`src/sv/atc_pkg.sv`:
```
// ----------------------------------------------------------------------------
// atc_pkg
// Types and constants shared by the awning threshold controller.
// ----------------------------------------------------------------------------
package atc_pkg;

  typedef enum logic [1:0] {
    CMD_EVALUATE = 2'd0,
    CMD_MANUAL_OUT = 2'd1,
    CMD_MANUAL_IN = 2'd2,
    CMD_TICK = 2'd3
  } cmd_t;

  typedef enum logic [1:0] {
    TRAVEL_IDLE = 2'd0,
    TRAVEL_OUT = 2'd1,
    TRAVEL_IN = 2'd2
  } travel_t;

  localparam logic [2:0] MODE_OFF = 3'd0;
  localparam logic [2:0] MODE_TEMP = 3'd1;
  localparam logic [2:0] MODE_LIGHT = 3'd2;
  localparam logic [2:0] MODE_EITHER = 3'd3;
  localparam logic [2:0] MODE_BOTH = 3'd4;

  localparam int unsigned ADDR_W = 5;
  localparam logic [2:0] REG_EXT_DIST = 3'd0;
  localparam logic [2:0] REG_RET_DIST = 3'd1;
  localparam logic [2:0] REG_TEMP_THR = 3'd2;
  localparam logic [2:0] REG_LIGHT_THR = 3'd3;
  localparam logic [2:0] REG_MODE = 3'd4;

  localparam logic [7:0] EXT_DIST_RST = 8'd100;
  localparam logic [7:0] RET_DIST_RST = 8'd5;
  localparam logic [7:0] TEMP_THR_RST = 8'd24;
  localparam logic [7:0] LIGHT_THR_RST = 8'd90;

  typedef struct packed {
    logic [7:0] ext_dist;
    logic [7:0] ret_dist;
    logic signed [7:0] temp_thr;
    logic [7:0] light_thr;
    logic [2:0] mode;
    logic mode_wr;
  } cfg_t;

  typedef struct packed {
    logic step_level;
    logic indicator;
    logic position;
    logic [1:0] travel;
    logic save_position;
    logic [2:0] effective_mode;
  } res_t;

endpackage

```
`src/sv/awning_threshold_controller_top.sv`:
```
// ----------------------------------------------------------------------------
// awning_threshold_controller_top
// Path: an accepted item is registered in the stage-1 regs, and the result reg
// loads from them when the output is free. Throughput: one item per cycle
// while out_ready is high; the state update sits between the two regs.
// Stalls on the output back up through ready one stage at a time.
// Reset: synchronous active-low rst_n; retracted, idle, no override,
// registers at their defaults, both pipeline stages empty.
// ----------------------------------------------------------------------------
module awning_threshold_controller_top (
  input  logic clk,
  input  logic rst_n,
  input  logic in_valid,
  output logic in_ready,
  input  logic [1:0] in_command,
  input  logic [6:0] in_avg_light,
  input  logic signed [9:0] in_avg_temp,
  input  logic [15:0] in_distance,
  output logic out_valid,
  input  logic out_ready,
  output logic out_step_level,
  output logic out_indicator,
  output logic out_position,
  output logic [1:0] out_travel,
  output logic out_save_position,
  output logic [2:0] out_effective_mode,
  input  logic psel,
  input  logic penable,
  input  logic pwrite,
  input  logic [atc_pkg::ADDR_W-1:0] paddr,
  input  logic [31:0] pwdata,
  output logic [31:0] prdata,
  output logic pready
);

  atc_pkg::cfg_t cfg;
  atc_pkg::res_t res;
  atc_pkg::res_t res_r;
  logic s1_valid_r;
  atc_pkg::cmd_t s1_cmd_r;
  logic [6:0] s1_light_r;
  logic signed [9:0] s1_temp_r;
  logic [15:0] s1_dist_r;
  logic out_valid_r;
  logic go;

  atc_cfg_regs u_cfg (
    .clk(clk),
    .rst_n(rst_n),
    .psel(psel),
    .penable(penable),
    .pwrite(pwrite),
    .paddr(paddr),
    .pwdata(pwdata),
    .prdata(prdata),
    .pready(pready),
    .cfg(cfg)
  );

  assign go = s1_valid_r && (!out_valid_r || out_ready);
  assign in_ready = !s1_valid_r || go;

  always_ff @(posedge clk) begin
    if (!rst_n) begin
      s1_valid_r <= 1'b0;
    end else if (in_ready) begin
      s1_valid_r <= in_valid;
    end
  end

  always_ff @(posedge clk) begin
    if (in_valid && in_ready) begin
      s1_cmd_r <= atc_pkg::cmd_t'(in_command);
      s1_light_r <= in_avg_light;
      s1_temp_r <= in_avg_temp;
      s1_dist_r <= in_distance;
    end
  end

  atc_core u_core (
    .clk(clk),
    .rst_n(rst_n),
    .go(go),
    .command(s1_cmd_r),
    .avg_light(s1_light_r),
    .avg_temp(s1_temp_r),
    .distance(s1_dist_r),
    .cfg(cfg),
    .res(res)
  );

  always_ff @(posedge clk) begin
    if (!rst_n) begin
      out_valid_r <= 1'b0;
    end else if (go) begin
      out_valid_r <= 1'b1;
    end else if (out_ready) begin
      out_valid_r <= 1'b0;
    end
  end

  always_ff @(posedge clk) begin
    if (go) begin
      res_r <= res;
    end
  end

  assign out_valid = out_valid_r;
  assign out_step_level = res_r.step_level;
  assign out_indicator = res_r.indicator;
  assign out_position = res_r.position;
  assign out_travel = res_r.travel;
  assign out_save_position = res_r.save_position;
  assign out_effective_mode = res_r.effective_mode;

endmodule

```
`src/sv/atc_cfg_regs.sv`:
```
// ----------------------------------------------------------------------------
// atc_cfg_regs
// APB register file: distance limits, thresholds and mode select.
// ----------------------------------------------------------------------------
module atc_cfg_regs (
  input  logic clk,
  input  logic rst_n,
  input  logic psel,
  input  logic penable,
  input  logic pwrite,
  input  logic [atc_pkg::ADDR_W-1:0] paddr,
  input  logic [31:0] pwdata,
  output logic [31:0] prdata,
  output logic pready,
  output atc_pkg::cfg_t cfg
);

  logic [7:0] ext_dist_r;
  logic [7:0] ret_dist_r;
  logic [7:0] temp_thr_r;
  logic [7:0] light_thr_r;
  logic [2:0] mode_r;
  logic wr_en;
  logic [2:0] idx;

  assign pready = 1'b1;
  assign wr_en = psel & penable & pwrite;
  assign idx = paddr[atc_pkg::ADDR_W-1:2];

  always_ff @(posedge clk) begin
    if (!rst_n) begin
      ext_dist_r <= atc_pkg::EXT_DIST_RST;
      ret_dist_r <= atc_pkg::RET_DIST_RST;
      temp_thr_r <= atc_pkg::TEMP_THR_RST;
      light_thr_r <= atc_pkg::LIGHT_THR_RST;
      mode_r <= atc_pkg::MODE_OFF;
    end else if (wr_en) begin
      case (idx)
        atc_pkg::REG_EXT_DIST: ext_dist_r <= pwdata[7:0];
        atc_pkg::REG_RET_DIST: ret_dist_r <= pwdata[7:0];
        atc_pkg::REG_TEMP_THR: temp_thr_r <= pwdata[7:0];
        atc_pkg::REG_LIGHT_THR: light_thr_r <= pwdata[7:0];
        atc_pkg::REG_MODE: mode_r <= pwdata[2:0];
        default: ;
      endcase
    end
  end

  always_comb begin
    case (idx)
      atc_pkg::REG_EXT_DIST: prdata = {24'd0, ext_dist_r};
      atc_pkg::REG_RET_DIST: prdata = {24'd0, ret_dist_r};
      atc_pkg::REG_TEMP_THR: prdata = {24'd0, temp_thr_r};
      atc_pkg::REG_LIGHT_THR: prdata = {24'd0, light_thr_r};
      atc_pkg::REG_MODE: prdata = {29'd0, mode_r};
      default: prdata = 32'd0;
    endcase
  end

  always_comb begin
    cfg.ext_dist = ext_dist_r;
    cfg.ret_dist = ret_dist_r;
    cfg.temp_thr = temp_thr_r;
    cfg.light_thr = light_thr_r;
    cfg.mode = mode_r;
    cfg.mode_wr = wr_en && (idx == atc_pkg::REG_MODE);
  end

endmodule

```
`src/sv/atc_core.sv`:
```
// ----------------------------------------------------------------------------
// atc_core
// Awning state and the per-item decision logic.
// ----------------------------------------------------------------------------
module atc_core (
  input  logic clk,
  input  logic rst_n,
  input  logic go,
  input  atc_pkg::cmd_t command,
  input  logic [6:0] avg_light,
  input  logic signed [9:0] avg_temp,
  input  logic [15:0] distance,
  input  atc_pkg::cfg_t cfg,
  output atc_pkg::res_t res
);

  logic position_r, position_nxt;
  atc_pkg::travel_t travel_r, travel_nxt;
  logic override_r, override_nxt;
  logic step_r, step_nxt;
  logic indicator_r, indicator_nxt;
  logic save;
  logic [2:0] mode_cur;
  logic [2:0] mode_after;
  logic lg, ll, tg, tl;
  logic out_ok, in_ok;
  logic do_ext, do_ret;
  logic signed [9:0] tthr;

  assign mode_cur = (override_r || cfg.mode > atc_pkg::MODE_BOTH) ? atc_pkg::MODE_OFF
                                                                  : cfg.mode;
  assign tthr = 10'(cfg.temp_thr);
  assign lg = {1'b0, avg_light} > cfg.light_thr;
  assign ll = {1'b0, avg_light} < cfg.light_thr;
  assign tg = avg_temp > tthr;
  assign tl = avg_temp < tthr;

  always_comb begin
    out_ok = 1'b0;
    in_ok = 1'b0;
    case (mode_cur)
      atc_pkg::MODE_TEMP: begin
        out_ok = tg;
        in_ok = tl;
      end
      atc_pkg::MODE_LIGHT: begin
        out_ok = lg;
        in_ok = ll;
      end
      atc_pkg::MODE_EITHER: begin
        out_ok = lg | tg;
        in_ok = ll & tl;
      end
      atc_pkg::MODE_BOTH: begin
        out_ok = lg & tg;
        in_ok = ll | tl;
      end
      default: ;
    endcase
  end

  always_comb begin
    position_nxt = position_r;
    travel_nxt = travel_r;
    override_nxt = override_r;
    step_nxt = step_r;
    indicator_nxt = indicator_r;
    save = 1'b0;
    do_ext = 1'b0;
    do_ret = 1'b0;
    case (command)
      atc_pkg::CMD_EVALUATE: begin
        do_ext = !position_r && out_ok;
        do_ret = position_r && in_ok;
      end
      atc_pkg::CMD_MANUAL_OUT: begin
        override_nxt = 1'b1;
        do_ext = 1'b1;
      end
      atc_pkg::CMD_MANUAL_IN: begin
        override_nxt = 1'b1;
        do_ret = 1'b1;
      end
      atc_pkg::CMD_TICK: begin
        if (travel_r == atc_pkg::TRAVEL_OUT) begin
          step_nxt = ~step_r;
          if (distance >= {8'd0, cfg.ext_dist}) begin
            travel_nxt = atc_pkg::TRAVEL_IDLE;
            step_nxt = 1'b0;
            indicator_nxt = 1'b1;
            position_nxt = 1'b1;
            save = 1'b1;
          end
        end else if (travel_r == atc_pkg::TRAVEL_IN) begin
          step_nxt = ~step_r;
          if (distance <= {8'd0, cfg.ret_dist}) begin
            travel_nxt = atc_pkg::TRAVEL_IDLE;
            step_nxt = 1'b0;
            indicator_nxt = 1'b0;
            position_nxt = 1'b0;
            save = 1'b1;
          end
        end
      end
      default: ;
    endcase
    if (do_ext && travel_r != atc_pkg::TRAVEL_OUT) begin
      travel_nxt = atc_pkg::TRAVEL_OUT;
      step_nxt = 1'b0;
      indicator_nxt = 1'b1;
    end
    if (do_ret && travel_r != atc_pkg::TRAVEL_IN) begin
      travel_nxt = atc_pkg::TRAVEL_IN;
      step_nxt = 1'b0;
      indicator_nxt = 1'b0;
    end
  end

  assign mode_after = (override_nxt || cfg.mode > atc_pkg::MODE_BOTH) ? atc_pkg::MODE_OFF
                                                                      : cfg.mode;

  always_ff @(posedge clk) begin
    if (!rst_n) begin
      position_r <= 1'b0;
      travel_r <= atc_pkg::TRAVEL_IDLE;
      override_r <= 1'b0;
      step_r <= 1'b0;
      indicator_r <= 1'b0;
    end else begin
      if (go) begin
        position_r <= position_nxt;
        travel_r <= travel_nxt;
        step_r <= step_nxt;
        indicator_r <= indicator_nxt;
      end
      if (cfg.mode_wr) begin
        override_r <= 1'b0;
      end else if (go) begin
        override_r <= override_nxt;
      end
    end
  end

  always_comb begin
    res.step_level = step_nxt;
    res.indicator = indicator_nxt;
    res.position = position_nxt;
    res.travel = travel_nxt;
    res.save_position = save;
    res.effective_mode = mode_after;
  end

endmodule

```
`config.mk`:
```
export PLATFORM = sky130hd
export DESIGN_NAME = awning_threshold_controller_top
export DESIGN_NICKNAME = d
export VERILOG_FILES = /design/src/sv/atc_pkg.sv /design/src/sv/awning_threshold_controller_top.sv /design/src/sv/atc_cfg_regs.sv /design/src/sv/atc_core.sv
export SDC_FILE = /design/constraint.sdc
export NUM_CORES = 1
export LEC_CHECK = 0
export ABC_AREA = 1
export BUFFER_PORTS_ARGS = -buffer_cell sky130_fd_sc_hd__buf_4
export CORE_UTILIZATION = 35
export DETAILED_ROUTE_END_ITERATION = 16
export PLACE_DENSITY = 0.55
export SLEW_MARGIN = 20
export SYNTH_ARGS = -nofsm -noshare
export SYNTH_HDL_FRONTEND = slang
export SYNTH_HIERARCHICAL = 1
export SYNTH_SLANG_ARGS = --single-unit
```
`constraint.sdc`:
```
create_clock -name clk -period 2.5 [get_ports clk]
set_input_delay 0.25 -clock clk [delete_from_list [all_inputs] [get_ports clk]]
set_output_delay 0.25 -clock clk [all_outputs]
set_load 0.005 [all_outputs]
```
# --- Word level (Yosys, flattened, before mapping) ---
# Cells that the tools add are included.
classes:
  order_cmp: 7
  n_mux: 39
  n_bitwise: 8
  n_eq_ne: 15
  reduce_logical: 24
op_table:
  columns: ["op", "count"]
  rows:
  - ["$pmux 8 s5", 1]
  - ["$mux 1", 26]
  - ["$ge 16x8->1", 1]
  - ["$le 16x8->1", 1]
  - ["$mux 2", 7]
  - ["$eq 3x2->1 const B", 4]
  - ["$gt 10x8->1", 1]
  - ["$lt 10x8->1", 1]
  - ["$reduce_and 2->1", 5]
  - ["$gt 7x8->1", 1]
  - ["$lt 7x8->1", 1]
  - ["$pmux 1 s4", 2]
  - ["$logic_and 1x1->1", 7]
  - ["$eq 2x2->1 const B", 3]
  - ["$eq 3x1->1 const B", 2]
  - ["$eq 3x3->1 const B", 2]
  - ["$and 1x1->1", 4]
  - ["$eq 2x1->1 const B", 2]
  - ["$logic_or 1x1->1", 4]
  - ["$pmux 1 s2", 2]
  - ["$reduce_or 2->1", 2]
  - ["$gt 3x3->1 const B", 1]
  - ["$logic_not 1->1", 3]
  - ["$logic_not 3->1", 1]
  - ["other kinds (7)", 9]
word_totals:
  word_cells: 115
  in_bits: 79
  register_bits: 87

# --- Logic depth before layout (Yosys ltp) ---
# Gate-level depths: netlist (run 1).
depth:
  ltp_word: 10
  ltp_mapped: 18

# --- Hierarchy ---
# Netlist (run 1), hierarchy kept.
modules_own_cells:
  columns: ["mod", "n_inst", "seq_area_each_um2", "area_each_um2", "cells_per_inst"]
  rows:
  - ["atc_cfg_regs", 1, 700.7, 2016.9, 309]
  - ["atc_core", 1, 120.1, 1682.9, 276]
  - ["awning_threshold_controller_top", 1, 1361.3, 1416.4, 57]

# --- Worst setup path before layout (run 1) ---
# No wires, ideal clock.
synth_timing:
  path_kind: "reg-to-reg"
  from: "reg u_cfg.temp_thr_r[7]"
  to: "reg res_r (netlist bit out_indicator), data pin"
  setup_slack_ps: 482
  n_path_buf: 1
  arrival_time_ps: 1767
  required_ps: 2249
  setup_ps: 251
  path_stages_with_launch: 16
  path_cell_list: "dfxtp_1 > inv_1 > ha_1 > nand2_2 > inv_2 > a21oi_2 > nand3_2 > nand2_1 > nand3_1 > nand2_1 > nand3_2 > nand2_2 > nand2_4 > nand2_2 > inv_1 > buf_4"
synth_between:
  elab_chain_len: 8
  word_cells_on_any_way: 16
synth_rtl:
  columns: ["element", "line_no", "source"]
  rows:
  - ["from (decl)", "atc_cfg_regs.sv:20", "logic [7:0] temp_thr_r;"]
  - ["from (signal assigned)", "atc_cfg_regs.sv:34", "temp_thr_r <= atc_pkg::TEMP_THR_RST;"]
  - ["from (signal assigned)", "atc_cfg_regs.sv:41", "atc_pkg::REG_TEMP_THR: temp_thr_r <= pwdata[7:0];"]
  - ["$gt 10x8->1", "atc_core.sv:35", "assign tg = avg_temp > tthr;"]
  - ["$and 1x1->1 or $or 1x1->1 (tied branches)", "atc_core.sv:55, atc_core.sv:51", null]
  - ["$pmux 1 s4", "atc_core.sv:41", "case (mode_cur)"]
  - ["$logic_and 1x1->1", "atc_core.sv:73", "do_ext = !position_r && out_ok;"]
  - ["$pmux 1 s2", "atc_core.sv:71", "case (command)"]
  - ["$logic_and 1x1->1", "atc_core.sv:107", "if (do_ext && travel_r != atc_pkg::TRAVEL_OUT) begin"]
  - ["$mux 1", "atc_core.sv:107", null]
  - ["$mux 1 *", "atc_core.sv:112", "if (do_ret && travel_r != atc_pkg::TRAVEL_IN) begin"]
  - ["net u_core.indicator_nxt", "atc_core.sv:21", "logic indicator_r, indicator_nxt;"]
  - ["to (signal assigned)", "awning_threshold_controller_top.sv:104", "res_r <= res;"]
  - ["to (decl)", "awning_threshold_controller_top.sv:38", "atc_pkg::res_t res_r;"]
# The timed path passes the listed nets; every way through them passes the cells marked *.
# A chain may end at the register's enable or synchronous reset.

==> impl_metrics.toml, run 1 <==
[clock_tree]
cts_tree = "built"
clk_latency_ns = 0.35
clkSlewWorstSetupHoldPaths_ns = 0.06
numCtsBuffers = 9
htree_levels = 3
max-clock-path-buffers = 2
cts.root.buffer_cell = "sky130_fd_sc_hd__clkbuf_16"
cts.repair.resized = 0
postCtsSetupBuffers = 0
clock_sink_count = 87
cts_hold_buffers = 0

[worst_setup_path]
critPathLaunch = "u_cfg/temp_thr_r[7]"
crit_chain = "inv_1 > ha_1 > nand2_2 > inv_2 > a21oi_2 > nand4_1 > nand3_1 > nand2_1 > nand2_2 > nand2_2 > nand2_1 > nand2_1 > nand2_2 > inv_1"
worst-r2r-cell-count = 14
critical_path.max_stage_delay_ns = 0.42
crit_path_frequent_cell = "sky130_fd_sc_hd__nand2_2"
cp_slowest_cell = "sky130_fd_sc_hd__dfxtp_1"
timing.critical_path.depth = 14
crit_path_start_kind = "flip-flop"
endpoint = "out_travel[0]"
arrival_time_reported_for_the_critical_path_endpoint_ns = 2.31
launch_instance_of_the_worst_register_to_register_path = "u_cfg/temp_thr_r[7]"
worstSetupEndpointType = "flip-flop"
worstSetupPathType = "reg -> reg"
worstPathBufferInverterCount = 3
cpLargestDelayFamily = "simple AND/OR/NAND/NOR gates"
r2r_endpoint = "out_travel[0]"
reg2reg_setup_slack_ns = 0.29
critPathMaxFanout = 5
cp.required_ns = 2.61

[timing]
clock-skew-final_ns = 0.00523
slew-limit-headroom_pct = 62.8
total_negative_setup_slack_ns = 0
setup_violations = 0
rsz0062_at_grt = "no"
timing_hold_violations_final = 0
fmax_ghz = 0.453
min_period_over_period_pct = 88.3
final_max_slew_viol_count = 0
max_slew.worst_pin.slew_ns = 0.558
finalCriticalPeriod_ns = 2.21

[synth]
synth_cell_type_count = 35
synth.cell_area_sq_mm = 0.00512
yosys_warnings = 6
synth_enable_flop_cells = 44
synthDominantAreaCellType = "sky130_fd_sc_hd__edfxtp_1"
post-synth-top-area-fraction_pct = 25.8
seq_area_frac_synth_pct = 42.7
netlist_top_cells_area = "sky130_fd_sc_hd__edfxtp_1, sky130_fd_sc_hd__dfxtp_1, sky130_fd_sc_hd__nand2_1, sky130_fd_sc_hd__ha_1, sky130_fd_sc_hd__inv_1"
synthesis.instances = 642
syn-mean-instance-area_sq_um = 7.97
asyncSetResetFlopFracSynth_pct = 0
ys_dominant_reg_cell = "sky130_fd_sc_hd__edfxtp_1"
postSynthRegisterBits = 87

[power_and_ir_drop]
power.density_mw_per_mm2 = 556
max_rail_drop_vdd_mv = 0.242
power.static_leakage_nw = 2.85

[finish]
stdcell_count = 893
diodes = 0
nNetsFinal = 824
syn_to_final_growth_pct = 16.5
post_route_cells_drive_above_1_share_pct = 19.8

[grt]
antenna_found_initial = 0
wire_length_of_the_first_global_routing_pass_mm = 18.5
grt_max_degree = 42
globalRoute.totalOverflow = 0
grt_use_total_pct = 16.1
number_of_global_route_vias_before_repair = 3855

[floorplanning]
die_h_um = 123
placementRows = 43
io_pins = 123
initial_utilization_pct = 36.3
core_region_area_sq_mm = 0.0141
fp.dieArea_sq_mm = 0.0151
floorplan.die.width_um = 123

[drt]
post-route-drc-count = 0
detail_route.wl_per_cell_um = 12.4
routed_wl_mm = 11.0
drt_iter0_markers = 152
drt-vias-per-instance = 4.46
routed-via-count = 3983
route.antenna.remaining_nets = 0
firstDrtPassIters = 5

[placed_design]
placed_cells = 877
hpwlAfterDp_mm = 8.43
gp_congestion = 0.817
io_buffers = 71

[hold_path]
min-delay-path-class = "in -> reg"
worstHoldPathCells = 1

[status]
status = "finished clean"

[job]
max_cap_violations = 0
-- logic make-up after synthesis --
| group | after synthesis | synth area share (%) |
|---|---|---|
| simple gates | 332 | 29.8 |
| buf+inv | 148 | 14.0 |
| flops | 87 | 42.7 |
| fa+ha+maj | 37 | 9.05 |
| compound gates | 36 | 4.38 |
| other cells | 2 | 0.147 |
-- Yosys cell counts (3+ instances only) --
library cell and instances:
sky130_fd_sc_hd__a21oi_1 15, sky130_fd_sc_hd__a21oi_2 7, sky130_fd_sc_hd__buf_4 32, sky130_fd_sc_hd__buf_6 5
sky130_fd_sc_hd__dfxtp_1 43, sky130_fd_sc_hd__edfxtp_1 44, sky130_fd_sc_hd__ha_1 37, sky130_fd_sc_hd__inv_1 97
sky130_fd_sc_hd__inv_2 8, sky130_fd_sc_hd__nand2_1 140, sky130_fd_sc_hd__nand2_2 14, sky130_fd_sc_hd__nand3_1 51
sky130_fd_sc_hd__nand3_2 8, sky130_fd_sc_hd__nand4_1 13, sky130_fd_sc_hd__nor2_1 88, sky130_fd_sc_hd__nor2_2 6
sky130_fd_sc_hd__nor2_4 5, sky130_fd_sc_hd__nor3_1 3, sky130_fd_sc_hd__o21ai_0 6
-- worst min path at each step --
stage / from / end / slack, ns
after floorplan: in_command[0] / s1_cmd_r[0] / 0.35
after global placement: in_avg_light[0] / s1_light_r[0] / 0.43
after detailed placement: in_distance[15] / s1_dist_r[15] / 0.43
after CTS: in_avg_light[6] / s1_light_r[6] / 0.06
after global routing: in_distance[11] / s1_dist_r[11] / 0.07
final: in_avg_light[0] / s1_light_r[0] / 0.08
-- where the power goes --
group          total (mW)  internal, mW  switching [mW]  leakage (nW)
Clock                1.33         0.797           0.533         0.140
Combinational       0.393         0.162           0.231          1.93
Sequential           1.59          1.56          0.0287         0.778
-- worst register-to-register path, delay by kind of cell, from the launching register on --
| kind | cells | cell delay, ns |
|---|---|---|
| flops | 1 | 0.42 |
| buf+inv | 3 | 0.19 |
| compound gates | 1 | 0.19 |
| fa+ha+maj | 1 | 0.37 |
| simple gates | 9 | 0.80 |
-- layout by cell type, fill, tap and decap left out, types with 2 or more instances in the layout --
cell	instances
sky130_fd_sc_hd__a21oi_1	14
sky130_fd_sc_hd__a21oi_2	8
sky130_fd_sc_hd__buf_4	74
sky130_fd_sc_hd__clkbuf_1	2
sky130_fd_sc_hd__clkbuf_16	9
sky130_fd_sc_hd__clkinv_1	2
sky130_fd_sc_hd__conb_1	25
sky130_fd_sc_hd__dfxtp_1	43
sky130_fd_sc_hd__edfxtp_1	44
sky130_fd_sc_hd__ha_1	37
sky130_fd_sc_hd__inv_1	97
sky130_fd_sc_hd__inv_2	8
sky130_fd_sc_hd__nand2_1	140
sky130_fd_sc_hd__nand2_2	14
sky130_fd_sc_hd__nand3_1	51
sky130_fd_sc_hd__nand3_2	8
sky130_fd_sc_hd__nand4_1	13
sky130_fd_sc_hd__nor2_1	88
sky130_fd_sc_hd__nor2_2	6
sky130_fd_sc_hd__nor2_4	5
sky130_fd_sc_hd__nor3_1	3
sky130_fd_sc_hd__o21a_1	2
sky130_fd_sc_hd__o21ai_0	6
-- through the flow --
stage	hold slack (ns)	power, mW	cell area, sq um	util [%]	worst slack [ns]
after floorplan	0.349	1.90	5200	-	0.482
after global placement	0.428	2.00	5670	40.2	0.342
after detailed placement	0.429	2.02	5670	40.2	0.308
after CTS	0.0647	3.36	5960	42.3	0.288
after global routing	0.0669	3.47	5960	42.3	0.150
final	0.0755	3.31	5960	42.3	0.292
-- routing by layer --
metal,track usage (%),wire length [um]
met5,0,0
met4,7.24,203
met3,3.09,501
met2,27.1,5310
met1,20.0,5030
-- flip-flops by register name (all words and copies together) (netlist names) --
signal              flops
u_cfg/light_thr_r       8
out_save_position       1
u_cfg/ext_dist_r        8
out_travel              2
u_core/travel_r         2
out_position            1
u_cfg/temp_thr_r        8
u_core/position_r       1
s1_cmd_r                2
s1_dist_r              16
out_effective_mode      3
u_core/indicator_r      1
u_core/override_r       1
s1_light_r              7
u_cfg/ret_dist_r        8
u_cfg/mode_r            3
s1_valid_r              1
out_valid               1
u_core/step_r           1
s1_temp_r              10
out_step_level          1
out_indicator           1
-- cell type report --
type	count	area, sq um
fill	1432	8130
multi-input combinational	430	2310
sequential	87	2180
timing repair buffer	74	556
inverter	106	398
clock buffer	12	246
clock inverter	4	46.3
tap	180	225
Note: power is estimated with default switching activity, not from simulation.
==> run 2: changes to the inputs <==
Settings changed: GPL_TIMING_DRIVEN from default to 0.
==> run 2 against run 1 <==
Compared with the run above: count of clock-buffer cells in the layout is 2 higher; first-iteration DRC count is 28% higher; via count is 3.6% higher; global-route usage is 0.057 points higher; register-to-register slack worse by 0.04 ns; power is 2.2% lower; utilization is 1.9 points higher; clock power is 9% lower; highest routed layer unchanged; largest cell class unchanged; non-clock buffer count is 38 higher; die area stayed put; setup slack worse by 0.040 ns.
==> impl_metrics.toml, run 2 (synthesis results as in run 1) <==
[finish]
multi_input_logic_area_sq_mm = 0.00231
layout_top_registers = "s1_dist_r: 16 flops, s1_temp_r: 10 flops"
layout_commonest_cell = "sky130_fd_sc_hd__nand2_1"
final_cell_area_sq_mm = 0.00623
post_route_cells_drive_above_1_share_pct = 23.6
diodes = 0
syn_to_final_growth_pct = 21.7
final-seq-area_sq_mm = 0.00218
nNetsFinal = 862
layout.filler_cells = 1410
regMostFlops = "s1_dist_r"
layout_common_cells = "sky130_fd_sc_hd__nand2_1, sky130_fd_sc_hd__buf_4, sky130_fd_sc_hd__inv_1"
largest_register_ffs = 16
stdcell_count = 931

[floorplanning]
io_pins = 123
initial_utilization_pct = 36.3
die_h_um = 123
floorplan.die.width_um = 123
placementRows = 43
core_region_area_sq_mm = 0.0141
fp.dieArea_sq_mm = 0.0151

[worst_setup_path]
crit_path_start_kind = "flip-flop"
worstSetupEndpointType = "flip-flop"
worstSetupPathType = "reg -> reg"
cp.required_ns = 2.61
reg2reg_setup_slack_ns = 0.25
critPathMaxFanout = 5
arrival_time_reported_for_the_critical_path_endpoint_ns = 2.35
worst-r2r-cell-count = 15

[clock_tree]
cts_hold_buffers = 0
clock_sink_count = 87
htree_levels = 3
cts_tree = "built"
numCtsBuffers = 9
cts.root.buffer_cell = "sky130_fd_sc_hd__clkbuf_16"
clk_latency_ns = 0.34
clkSlewWorstSetupHoldPaths_ns = 0.06
postCtsSetupBuffers = 0
max-clock-path-buffers = 2

[power_and_ir_drop]
net-switching-power_uw = 781
int_power_mw = 2.46
power.density_mw_per_mm2 = 520
power.static_leakage_nw = 3.03
power.share.clock_pct = 37.2
max_rail_drop_vdd_mv = 0.294
seqPwrFrac_pct = 49.1
swShare_pct = 24.1
power.share.combinational_pct = 13.6

[timing]
min_period_over_period_pct = 89.9
timing.final.ws_setup_ns = 0.252
max_slew.worst_pin.slew_ns = 0.755
setup_violations = 0
finalCriticalPeriod_ns = 2.25
final_max_slew_viol_count = 0
rsz0062_at_grt = "no"
total_negative_setup_slack_ns = 0
fmax_ghz = 0.445
clock-skew-final_ns = 0.00745
timing_hold_violations_final = 0
slew-limit-headroom_pct = 49.6

[placed_design]
io_buffers = 70
pre_cts_slack_ns = 0.164
gp_congestion = 0.861
hpwlAfterDp_mm = 8.77
placed_cells = 915
placedInstanceArea_sq_mm = 0.00595

[grt]
wire_length_of_the_first_global_routing_pass_mm = 18.4
globalRoute.totalOverflow = 0
antenna_found_initial = 0
grt_max_degree = 36
grt_use_total_pct = 16.2
number_of_global_route_vias_before_repair = 3860

[drt]
route.top_layer_used = "met4"
post-route-drc-count = 0
firstDrtPassIters = 4
routed_wl_mm = 11.3
drt-vias-per-instance = 4.43
met2RoutedLength_mm = 5.26
route.antenna.remaining_nets = 0
drt_iter0_markers = 195
detail_route.wl_per_cell_um = 12.1
detail_route.wirelength.met1_mm = 5.08
routed-via-count = 4125
met3WireLength_um = 625

[hold_path]
min-delay-path-class = "in -> reg"
worstHoldPathCells = 1

[job]
max_cap_violations = 0

[status]
status = "finished clean"
-- run 2: cell types whose count changed in the layout (fill, tap and decap cells not counted), moves of 2 or more --
cell | previous run | this run
sky130_fd_sc_hd__buf_2 | 0 | 2
sky130_fd_sc_hd__clkbuf_1 | 2 | 6
sky130_fd_sc_hd__buf_4 | 74 | 102
sky130_fd_sc_hd__buf_6 | 0 | 5
-- run 2: path summary, 6_finish.rpt --
kind,startpoint,end
worst max register to register,u_cfg/temp_thr_r[7],out_indicator
worst max-delay path,u_cfg/temp_thr_r[7],out_indicator
worst min-delay path,in_avg_temp[8],s1_temp_r[8]
worst min register to register,u_cfg/temp_thr_r[4],u_cfg/temp_thr_r[4]
-- run 2: area by class of cell --
class | instances | share of cell area [%]
buffer | 42 | 5.10
timing repair buffer | 70 | 8.44
sequential | 87 | 35.1
clock buffer | 14 | 4.08
clock inverter | 2 | 0.141
tap | 180 | 3.62
multi-input combinational | 430 | 37.2
inverter | 106 | 6.39
-- run 2: stage by stage --
stage | hold WS [ns] | util (%) | total power, mW
after detailed placement | 0.429 | 42.2 | 2.06
after CTS | 0.0636 | 44.1 | 3.29
after global routing | 0.0597 | 44.2 | 3.42
final | 0.0778 | 44.2 | 3.24
after floorplan | 0.349 | - | 1.90
after global placement | 0.428 | 42.2 | 2.05
-- run 2: critical path, cell delays in order (launching register included) --
cell,delay (ns)
sky130_fd_sc_hd__dfxtp_2,0.37
sky130_fd_sc_hd__inv_1,0.09
sky130_fd_sc_hd__ha_1,0.37
sky130_fd_sc_hd__nand2_2,0.13
sky130_fd_sc_hd__inv_2,0.04
sky130_fd_sc_hd__a21oi_2,0.19
sky130_fd_sc_hd__nand4_1,0.11
sky130_fd_sc_hd__nand3_1,0.10
sky130_fd_sc_hd__nand2_1,0.07
sky130_fd_sc_hd__nand2_2,0.10
sky130_fd_sc_hd__nand2_2,0.07
sky130_fd_sc_hd__nand2_1,0.08
sky130_fd_sc_hd__nand2_1,0.07
sky130_fd_sc_hd__nand2_2,0.07
sky130_fd_sc_hd__inv_1,0.04
sky130_fd_sc_hd__buf_4,0.12
-- run 2: power by group through the flow --
stage | combinational [mW] | clock, mW | sequential [mW]
5_1_grt | 0.505 | 1.32 | 1.60
3_3_place_gp | 0.431 | 0 | 1.62
4_1_cts | 0.443 | 1.25 | 1.59
3_5_place_dp | 0.441 | 0 | 1.62
6_report | 0.442 | 1.21 | 1.59
2_1_floorplan | 0.287 | 0 | 1.61
-- run 2: repair_timing --
action,4_1_cts,5_1_grt
endpoints found under the setup margin,0,1
endpoints found under the hold margin,0,0
resized for setup,0,2
-- run 2: layer usage --
metal | track usage, % | vias to the layer above
li1 | - | 2187
met1 | 20.0 | 1815
met2 | 26.6 | 107
met3 | 3.37 | 16
met4 | 8.16 | 0
met5 | 0 | -
